==> config.mk <==
export PLATFORM = sky130hd
export DESIGN_NAME = pwrk_moments
export DESIGN_NICKNAME = d
export VERILOG_FILES = /design/src/design/pwrk_pkg.sv /design/src/design/pwrk_moments.sv
export SDC_FILE = /design/constraint.sdc
export NUM_CORES = 2
export LEC_CHECK = 0
export ABC_CLOCK_PERIOD_IN_PS = 9000
export BUFFER_PORTS_ARGS = -buffer_cell sky130_fd_sc_hd__buf_4
export CELL_PAD_IN_SITES_DETAIL_PLACEMENT = 1
export CELL_PAD_IN_SITES_GLOBAL_PLACEMENT = 1
export CORE_ASPECT_RATIO = 1.25
export CORE_MARGIN = 1
export CORE_UTILIZATION = 46
export CTS_CLUSTER_DIAMETER = 60
export DETAILED_ROUTE_END_ITERATION = 16
export PLACE_DENSITY = 0.78
export SYNTH_ARGS = -nofsm -noshare
export SYNTH_HDL_FRONTEND = slang
export SYNTH_SLANG_ARGS = --single-unit
==> constraint.sdc <==
create_clock -name clk -period 9 [get_ports clk]
set_clock_uncertainty 0.2 [all_clocks]
set_input_delay 1.8 -clock clk [delete_from_list [all_inputs] [get_ports clk]]
set_output_delay 1.8 -clock clk [all_outputs]
set_load 0.1 [all_outputs]
==> src/design/pwrk_pkg.sv <==
// Package: shared constants, link and control types for the power-sum / top-k block.
package pwrk_pkg;

  // Sizing of the sorted list and of the sample path
  localparam int TOP_COUNT   = 256;
  localparam int SAMPLE_BITS = 16;

  // Fixed field widths of the channels
  localparam int SAMPLE_W  = 16;
  localparam int RANK_W    = 8;
  localparam int COUNT_W   = 48;
  localparam int ONE_W     = 48;
  localparam int TWO_W     = 63;
  localparam int THREE_W   = 64;
  localparam int FOUR_W    = 63;
  localparam int OUT_MAG_W = 16;
  localparam int KEPT_W    = 9;

  // Derived widths of the arithmetic
  localparam int MAG_W  = SAMPLE_BITS;
  localparam int SQ_W   = 2 * SAMPLE_BITS - 1;
  localparam int CUBE_W = 3 * SAMPLE_BITS;
  localparam int QUAD_W = 2 * SQ_W;
  localparam int FILL_W = $clog2(TOP_COUNT + 1);
  localparam int CMP_W  = (FILL_W > RANK_W) ? FILL_W : RANK_W;

  // Ranked read: a registered first level and a combinational second level of 16-way selection
  localparam int GROUP_BITS = 4;
  localparam int GROUP_SIZE = 1 << GROUP_BITS;
  localparam int GROUP_CNT  = 1 << (RANK_W - GROUP_BITS);
  localparam int READ_DEPTH = GROUP_SIZE * GROUP_CNT;

  // Item kinds
  localparam logic KIND_ADD  = 1'b0;
  localparam logic KIND_READ = 1'b1;

  // Broadcast to every cell of the sorted chain
  typedef struct packed {
    logic             en;
    logic [MAG_W-1:0] mag;
  } pwrk_ins_t;

  // What a cell hands to its right neighbor
  typedef struct packed {
    logic             gt;
    logic [MAG_W-1:0] value;
  } pwrk_link_t;

  // Step strobes for the moment datapath
  typedef struct packed {
    logic square;
    logic power;
    logic accum;
  } pwrk_mctl_t;

  // Running statistics
  typedef struct packed {
    logic [COUNT_W-1:0]        count;
    logic signed [ONE_W-1:0]   one;
    logic [TWO_W-1:0]          two;
    logic signed [THREE_W-1:0] three;
    logic [FOUR_W-1:0]         four;
    logic [MAG_W-1:0]          peak;
    logic                      ovf;
  } pwrk_stats_t;

endpackage

==> src/design/pwrk_moments.sv <==
// Power-sum datapath: square, cube and fourth power, saturating accumulators, peak.
module pwrk_moments (
  input  logic                                    clk,
  input  logic                                    rst,
  input  pwrk_pkg::pwrk_mctl_t                    ctl,
  input  logic signed [pwrk_pkg::SAMPLE_BITS-1:0] x,
  input  logic [pwrk_pkg::MAG_W-1:0]              mag,
  output pwrk_pkg::pwrk_stats_t                   stats
);

  localparam logic [pwrk_pkg::ONE_W-1:0] ONE_MAX = {1'b0, {(pwrk_pkg::ONE_W-1){1'b1}}};
  localparam logic [pwrk_pkg::ONE_W-1:0] ONE_MIN = {1'b1, {(pwrk_pkg::ONE_W-1){1'b0}}};
  localparam logic [pwrk_pkg::THREE_W-1:0] THREE_MAX =
    {1'b0, {(pwrk_pkg::THREE_W-1){1'b1}}};
  localparam logic [pwrk_pkg::THREE_W-1:0] THREE_MIN =
    {1'b1, {(pwrk_pkg::THREE_W-1){1'b0}}};

  logic [pwrk_pkg::SQ_W-1:0]            sq;
  logic signed [pwrk_pkg::CUBE_W-1:0]   cube;
  logic [pwrk_pkg::QUAD_W-1:0]          quad;
  logic signed [pwrk_pkg::ONE_W:0]      sum1;
  logic [pwrk_pkg::TWO_W:0]             sum2;
  logic signed [pwrk_pkg::THREE_W:0]    sum3;
  logic [pwrk_pkg::FOUR_W:0]            sum4;
  pwrk_pkg::pwrk_stats_t                stats_next;

  // Products, one multiplier level per step
  always_ff @(posedge clk) begin
    if (ctl.square) begin
      sq <= pwrk_pkg::SQ_W'(mag) * pwrk_pkg::SQ_W'(mag);
    end
    if (ctl.power) begin
      cube <= pwrk_pkg::CUBE_W'($signed({1'b0, sq})) * pwrk_pkg::CUBE_W'(x);
      quad <= pwrk_pkg::QUAD_W'(sq) * pwrk_pkg::QUAD_W'(sq);
    end
  end

  // Wide sums with one guard bit each
  assign sum1 = (pwrk_pkg::ONE_W+1)'(stats.one) + (pwrk_pkg::ONE_W+1)'(x);
  assign sum2 = (pwrk_pkg::TWO_W+1)'(stats.two) + (pwrk_pkg::TWO_W+1)'(sq);
  assign sum3 = (pwrk_pkg::THREE_W+1)'(stats.three) + (pwrk_pkg::THREE_W+1)'(cube);
  assign sum4 = (pwrk_pkg::FOUR_W+1)'(stats.four) + (pwrk_pkg::FOUR_W+1)'(quad);

  // Saturation and sticky overflow
  always_comb begin
    stats_next = stats;
    if (x != '0) begin
      if (&stats.count) begin
        stats_next.ovf = 1'b1;
      end else begin
        stats_next.count = stats.count + pwrk_pkg::COUNT_W'(1);
      end
    end
    if (sum1[pwrk_pkg::ONE_W] != sum1[pwrk_pkg::ONE_W-1]) begin
      stats_next.one = sum1[pwrk_pkg::ONE_W] ? ONE_MIN : ONE_MAX;
      stats_next.ovf = 1'b1;
    end else begin
      stats_next.one = sum1[pwrk_pkg::ONE_W-1:0];
    end
    if (sum2[pwrk_pkg::TWO_W]) begin
      stats_next.two = '1;
      stats_next.ovf = 1'b1;
    end else begin
      stats_next.two = sum2[pwrk_pkg::TWO_W-1:0];
    end
    if (sum3[pwrk_pkg::THREE_W] != sum3[pwrk_pkg::THREE_W-1]) begin
      stats_next.three = sum3[pwrk_pkg::THREE_W] ? THREE_MIN : THREE_MAX;
      stats_next.ovf   = 1'b1;
    end else begin
      stats_next.three = sum3[pwrk_pkg::THREE_W-1:0];
    end
    if (sum4[pwrk_pkg::FOUR_W]) begin
      stats_next.four = '1;
      stats_next.ovf  = 1'b1;
    end else begin
      stats_next.four = sum4[pwrk_pkg::FOUR_W-1:0];
    end
    if (mag > stats.peak) begin
      stats_next.peak = mag;
    end
  end

  // Accumulator registers
  always_ff @(posedge clk) begin
    if (rst) begin
      stats <= '0;
    end else if (ctl.accum) begin
      stats <= stats_next;
    end
  end

endmodule

=== Word level (Yosys, flattened, before mapping) ===
Index checks and enable logic that the tools add are counted.

* Add/sub/neg operators: 5
* Multiply operators: 3
* Divide/modulo/power cells: 0
* $lt $le $gt $ge: 1
* Equality and inequality tests: 2
* Shift operators: 0
* Mux-type cells: 12
* Bitwise gates (word level): 1
* Reductions and logical operators: 7

{| class="wikitable"
|+ Operators by type and width
! cell !! count
|-
| $mux 64 || 2
|-
| $mux 63 || 2
|-
| $mux 48 || 2
|-
| $add 64x48->65 || 1
|-
| $add 63x31->64 || 1
|-
| $add 63x62->64 || 1
|-
| $mul 31x31->62 || 1
|-
| $add 48x16->49 || 1
|-
| $add 48x1->48 const B || 1
|-
| $mul 32x16->48 || 1
|-
| $reduce_and 48->1 || 1
|-
| $mul 16x16->31 || 1
|-
| $gt 16x16->1 || 1
|-
| $reduce_bool 16->1 || 1
|-
| $reduce_bool 5->1 || 2
|-
| $mux 1 || 6
|-
| $reduce_and 3->1 || 2
|-
| $ne 1x1->1 || 2
|-
| $reduce_and 2->1 || 1
|-
| $not 1->1 || 1
|}

* Bits in registers: 444
* Bits in latches: 0
* RAM bits: 0
* Bits in read-only memories: 0
* Output and inout port bits: 303
* Word-level logic and storage cells: 41
* Memories: 0

=== Longest topological paths before layout ===
* Word-level depth: 7
* Gate-level depth with buffers: 31
* Depth with buffers taken out: 30

=== Worst setup path after synthesis ===
OpenSTA, ideal clock, no wires.

* Path type: input to register
* Start point: in x[1] in the netlist's numbering
* End point: reg cube[45] in the netlist's numbering, data pin
* Setup time: 266 ps
* Data arrival time: 8,253 ps
* Required time: 8,534 ps
* Path slack: 282 ps
* Stages on the path: 26
* Cells stage by stage: clkbuf_1 > clkbuf_1 > nand2_1 > fa_1 > inv_1 > fa_1 > inv_1 > fa_1 > inv_1 > fa_1 > inv_1 > fa_1 > inv_1 > fa_1 > ha_1 > nand2_1 > nor3_1 > and2_1 > o211ai_1 > a2111oi_1 > o41ai_2 > o31ai_1 > nand2_1 > o211a_1 > nor3_1 > xor2_1

* Cells in the longest elaborated chain, start to end: 1

{| class="wikitable"
|+ Ends and longest elaborated chain
! what !! line !! source
|-
| start, declared || pwrk_moments.sv:6 || <nowiki>input logic signed [pwrk_pkg::SAMPLE_BITS-1:0] x,</nowiki>
|-
| $mul 32x16->48 || pwrk_moments.sv:33 || <nowiki>cube <= pwrk_pkg::CUBE_W'($signed({1'b0, sq})) * pwrk_pkg::CUBE_W'(x);</nowiki>
|-
| end signal, assigned || pwrk_moments.sv:33 ||
|-
| end, declared || pwrk_moments.sv:19 || <nowiki>logic signed [pwrk_pkg::CUBE_W-1:0] cube;</nowiki>
|}

Every way passes these cells.
A chain may end at the register's enable or synchronous reset.

=== Final worst setup path ===
* Start point: reg sq[5] in the netlist's numbering
* End point: reg quad[61] in the netlist's numbering, data pin

* Cells in the longest elaborated chain, start to end: 1

{| class="wikitable"
|+ Ends and longest elaborated chain
! what !! line !! source
|-
| start, declared || pwrk_moments.sv:18 || <nowiki>logic [pwrk_pkg::SQ_W-1:0] sq;</nowiki>
|-
| start signal, assigned || pwrk_moments.sv:30 || <nowiki>sq <= pwrk_pkg::SQ_W'(mag) * pwrk_pkg::SQ_W'(mag);</nowiki>
|-
| $mul 31x31->62 || pwrk_moments.sv:34 || <nowiki>quad <= pwrk_pkg::QUAD_W'(sq) * pwrk_pkg::QUAD_W'(sq);</nowiki>
|-
| end signal, assigned || pwrk_moments.sv:34 ||
|-
| end, declared || pwrk_moments.sv:20 || <nowiki>logic [pwrk_pkg::QUAD_W-1:0] quad;</nowiki>
|}

Every way passes these cells.

==> impl_summary.log <==
INFO  metric dp_hpwl = approximately 220000 um
INFO  metric synth_compound_area_share = approximately an eighth
INFO  metric grt_start_max_net_pins = between 100 and 150
INFO  metric drc_errors = 0
INFO  metric cts.htree.levels = 3
INFO  metric route.detailed.vias_per_inst = between 5 and 6
INFO  metric clock_latency = about 0.69 ns
INFO  metric synth_fa_ha_area_share = 45.6%
INFO  metric synth-warning-count = 0
INFO  metric timing.critical_path.arrival = around 9 ns
INFO  metric synth-main-ff-cell = dfxtp_1
INFO  metric synth_enable_flop_cells = 139
INFO  metric synthArstFlopShare = 0%
INFO  metric hold_buffers = 0
INFO  metric placementRows = roughly 170
INFO  metric critPathCaptureType = flip-flop
INFO  metric ys_types = 95
INFO  metric timing.slew.headroom = roughly a third
INFO  metric crit_required = 9.23 ns
INFO  metric critical_path.most_common_cell = fa_1
INFO  metric cts-root-buf = clkbuf_16
INFO  metric grt_usage = between 30% and 40%
INFO  metric outcome = complete, no violations
INFO  metric place_worst_setup_slack = -0.258 ns
INFO  metric drv.max_cap_violation_count = 0
INFO  metric hold_crit_path_type = reg -> reg
INFO  metric timing.critical_path.slowest_stage_cell = fa_1
INFO  metric max_freq = about 0.11 GHz
INFO  metric final-max-slew-violation-count = 0
INFO  metric syn-instance-count = 8630
INFO  metric synth_area_in_simple_gates = 13.5%
INFO  metric nets_final = about 11000
INFO  metric totalNegativeSetupSlack = 0 ns
INFO  metric gp_routability_congestion = 0.944
INFO  metric tightestPinTransition = between 1 and 1.5 ns
INFO  metric report.final.setup_viol = 0
INFO  metric cpPeakStageDelay = approximately 0.53 ns
INFO  metric drt_pass_1_iters = 5
INFO  metric clk_path_buf_depth = 3
INFO  metric routed-via-count = between 60000 and 70000
INFO  metric cp_max_fo = 10
INFO  metric dominant_combinational_cell_family_by_area_after_synthesis = adder cells
INFO  metric gr-total-overflow = 0
INFO  metric post_synth_mux_area_share = less than 1%
INFO  metric setup_slack = between 0.2 and 0.25 ns
INFO  metric average_detailed_routed_wire_length_per_instance = 23.5 um
INFO  metric synth-seq-cells = about 440
INFO  metric first_global_vias = slightly above 70000
INFO  metric cts_sinks = 442
INFO  metric synth_area_leader_cell = fa_1
INFO  metric buffer_ports.inserted = 339
INFO  metric synthDominantCellAreaShare = approximately a third
INFO  metric flow.area_growth_from_synthesis = 11.2%
INFO  metric core_region_area = 166000 um^2
INFO  metric cts_tree = yes
INFO  metric post_synth_main_area_contributors = fa_1, ha_1, inv_1, dfxtp_1, edfxtp_1
INFO  metric grt_pass1_wl = 409000 um
INFO  metric die_w = ~370 um
INFO  metric cts.clk_slew.worst_paths = ~0.06 ns
INFO  metric layout.filler_cells = roughly 19000
INFO  metric antenna_found_initial = 6
INFO  metric unrepaired_setup_endpoints_after_global_routing = false
INFO  metric detail-route-antenna-nets = 0
INFO  metric dieHeight = 460 um
INFO  metric criticalPathCategory = reg -> reg
INFO  metric routed_wirelength = ~260000 um
INFO  metric yosysSeqAreaShare = 13.3%
INFO  metric syn_area = roughly 77000 um^2
INFO  metric netlist_top_cells_count = inv_1, fa_1, nand2_1
INFO  metric layout-drive-gt1-share = 9.47%
INFO  metric start_util = 46.5%
INFO  metric detailedRoute.firstIterationViolations = approximately 3300
INFO  metric floorplan.io_pins = 340
INFO  metric synth_xor_xnor_area_share = about 4.5%
INFO  metric final.period_utilization = between 90 and 100%
INFO  metric synthMostInstantiatedCell = inv_1
INFO  metric syn_area_per_cell = around 9 um^2
INFO  metric period_minus_slack = 8.76 ns
INFO  metric worstSetupStartpointType = flip-flop
INFO  metric finalHoldViolCount = 0
INFO  metric numCtsBuffers = 70
INFO  metric floorplan.die_area = 170000 um^2
layout by cell type (no fill, tap or decap), drive strengths merged, types with 95 or more instances in the layout:
| cell type | n |
|---|---|
| xnor2 | 242 |
| edfxtp | 139 |
| and2 | 441 |
| xor2 | 156 |
| o21ai | 282 |
| a21o | 218 |
| buf | 618 |
| dfxtp | 303 |
| nand2 | 809 |
| fa | 1279 |
| a21oi | 447 |
| inv | 1636 |
| a211oi | 95 |
| nand3 | 106 |
| nor2 | 456 |
| ha | 762 |
layout make-up:
class | count | area (um^2) | share of cell area [%]
antenna | 7 | 17.5 | 0.0204
timing repair buffer | 618 | 4930 | 5.74
multi-input combinational | 6186 | 59500 | 69.3
sequential | 442 | 10200 | 11.9
clock inverter | 39 | 392 | 0.456
clock buffer | 88 | 1910 | 2.23
inverter | 1620 | 6080 | 7.09
tap | 2197 | 2750 | 3.20
registers in the layout, indices dropped and copies added (netlist names):
signal	flops
stats	303
quad	61
cube	48
sq	30
cells by family after synthesis:
group	count (synthesis)
flip-flops	442
AO/OA/AOI/OAI	1505
buffers and inverters	2023
other	2
adder cells (fa/ha/maj)	2049
XOR/XNOR	398
AND/OR/NAND/NOR	2189
multiplexers	22
worst max-delay path: cells and delay by family, from the launching register on:
kind / cells / cell delay (ns)
DFF: 1 / 0.51
xor gates and xnor gates: 1 / 0.13
AOI/OAI and AO/OA: 8 / 1.54
and+or+nand+nor: 2 / 0.45
adders and majority gates: 9 / 4.33
buffers and inverters: 11 / 1.34
routing by layer:
layer	up-vias	track usage, %	routed length [um]
met2	1682	57.6	137000
met5	-	0	14
met1	32600	33.4	94500
li1	28300	-	-
met4	2	18.3	16900
met3	652	5.47	15000
timing repair:
action | CTS | global route
gates cloned | 0 | 0
pin swaps | 0 | 1
endpoints found under the setup margin | 3 | 14
setup buffers | 0 | 7
gates resized for setup | 3 | 10
worst paths after layout:
path | from | to | slack [ns] | cells after the start
worst max-delay path | sq[5] | quad[61] | 0.24 | 31
worst min-delay path | stats[0] | stats[0] | 0.30 | 2
worst max register to register | sq[5] | quad[61] | 0.24 | 31
worst min register to register | stats[0] | stats[0] | 0.30 | 2
stage by stage:
stage | cells | utilization [%] | cell area (um^2) | hold slack [ns]
6_report | 11200 | 51.7 | 85900 | 0.303
5_1_grt | 11200 | 51.7 | 85800 | 0.329
4_1_cts | 11200 | 51.6 | 85700 | 0.306
3_5_place_dp | 11100 | 50.2 | 83400 | 0.299
3_3_place_gp | 11100 | 50.2 | 83400 | 0.283
2_1_floorplan | 8651 | - | 77300 | 0.252
Power is not shown: default switching activity piles up to over one toggle a cycle in this logic, so the estimate is an artifact.
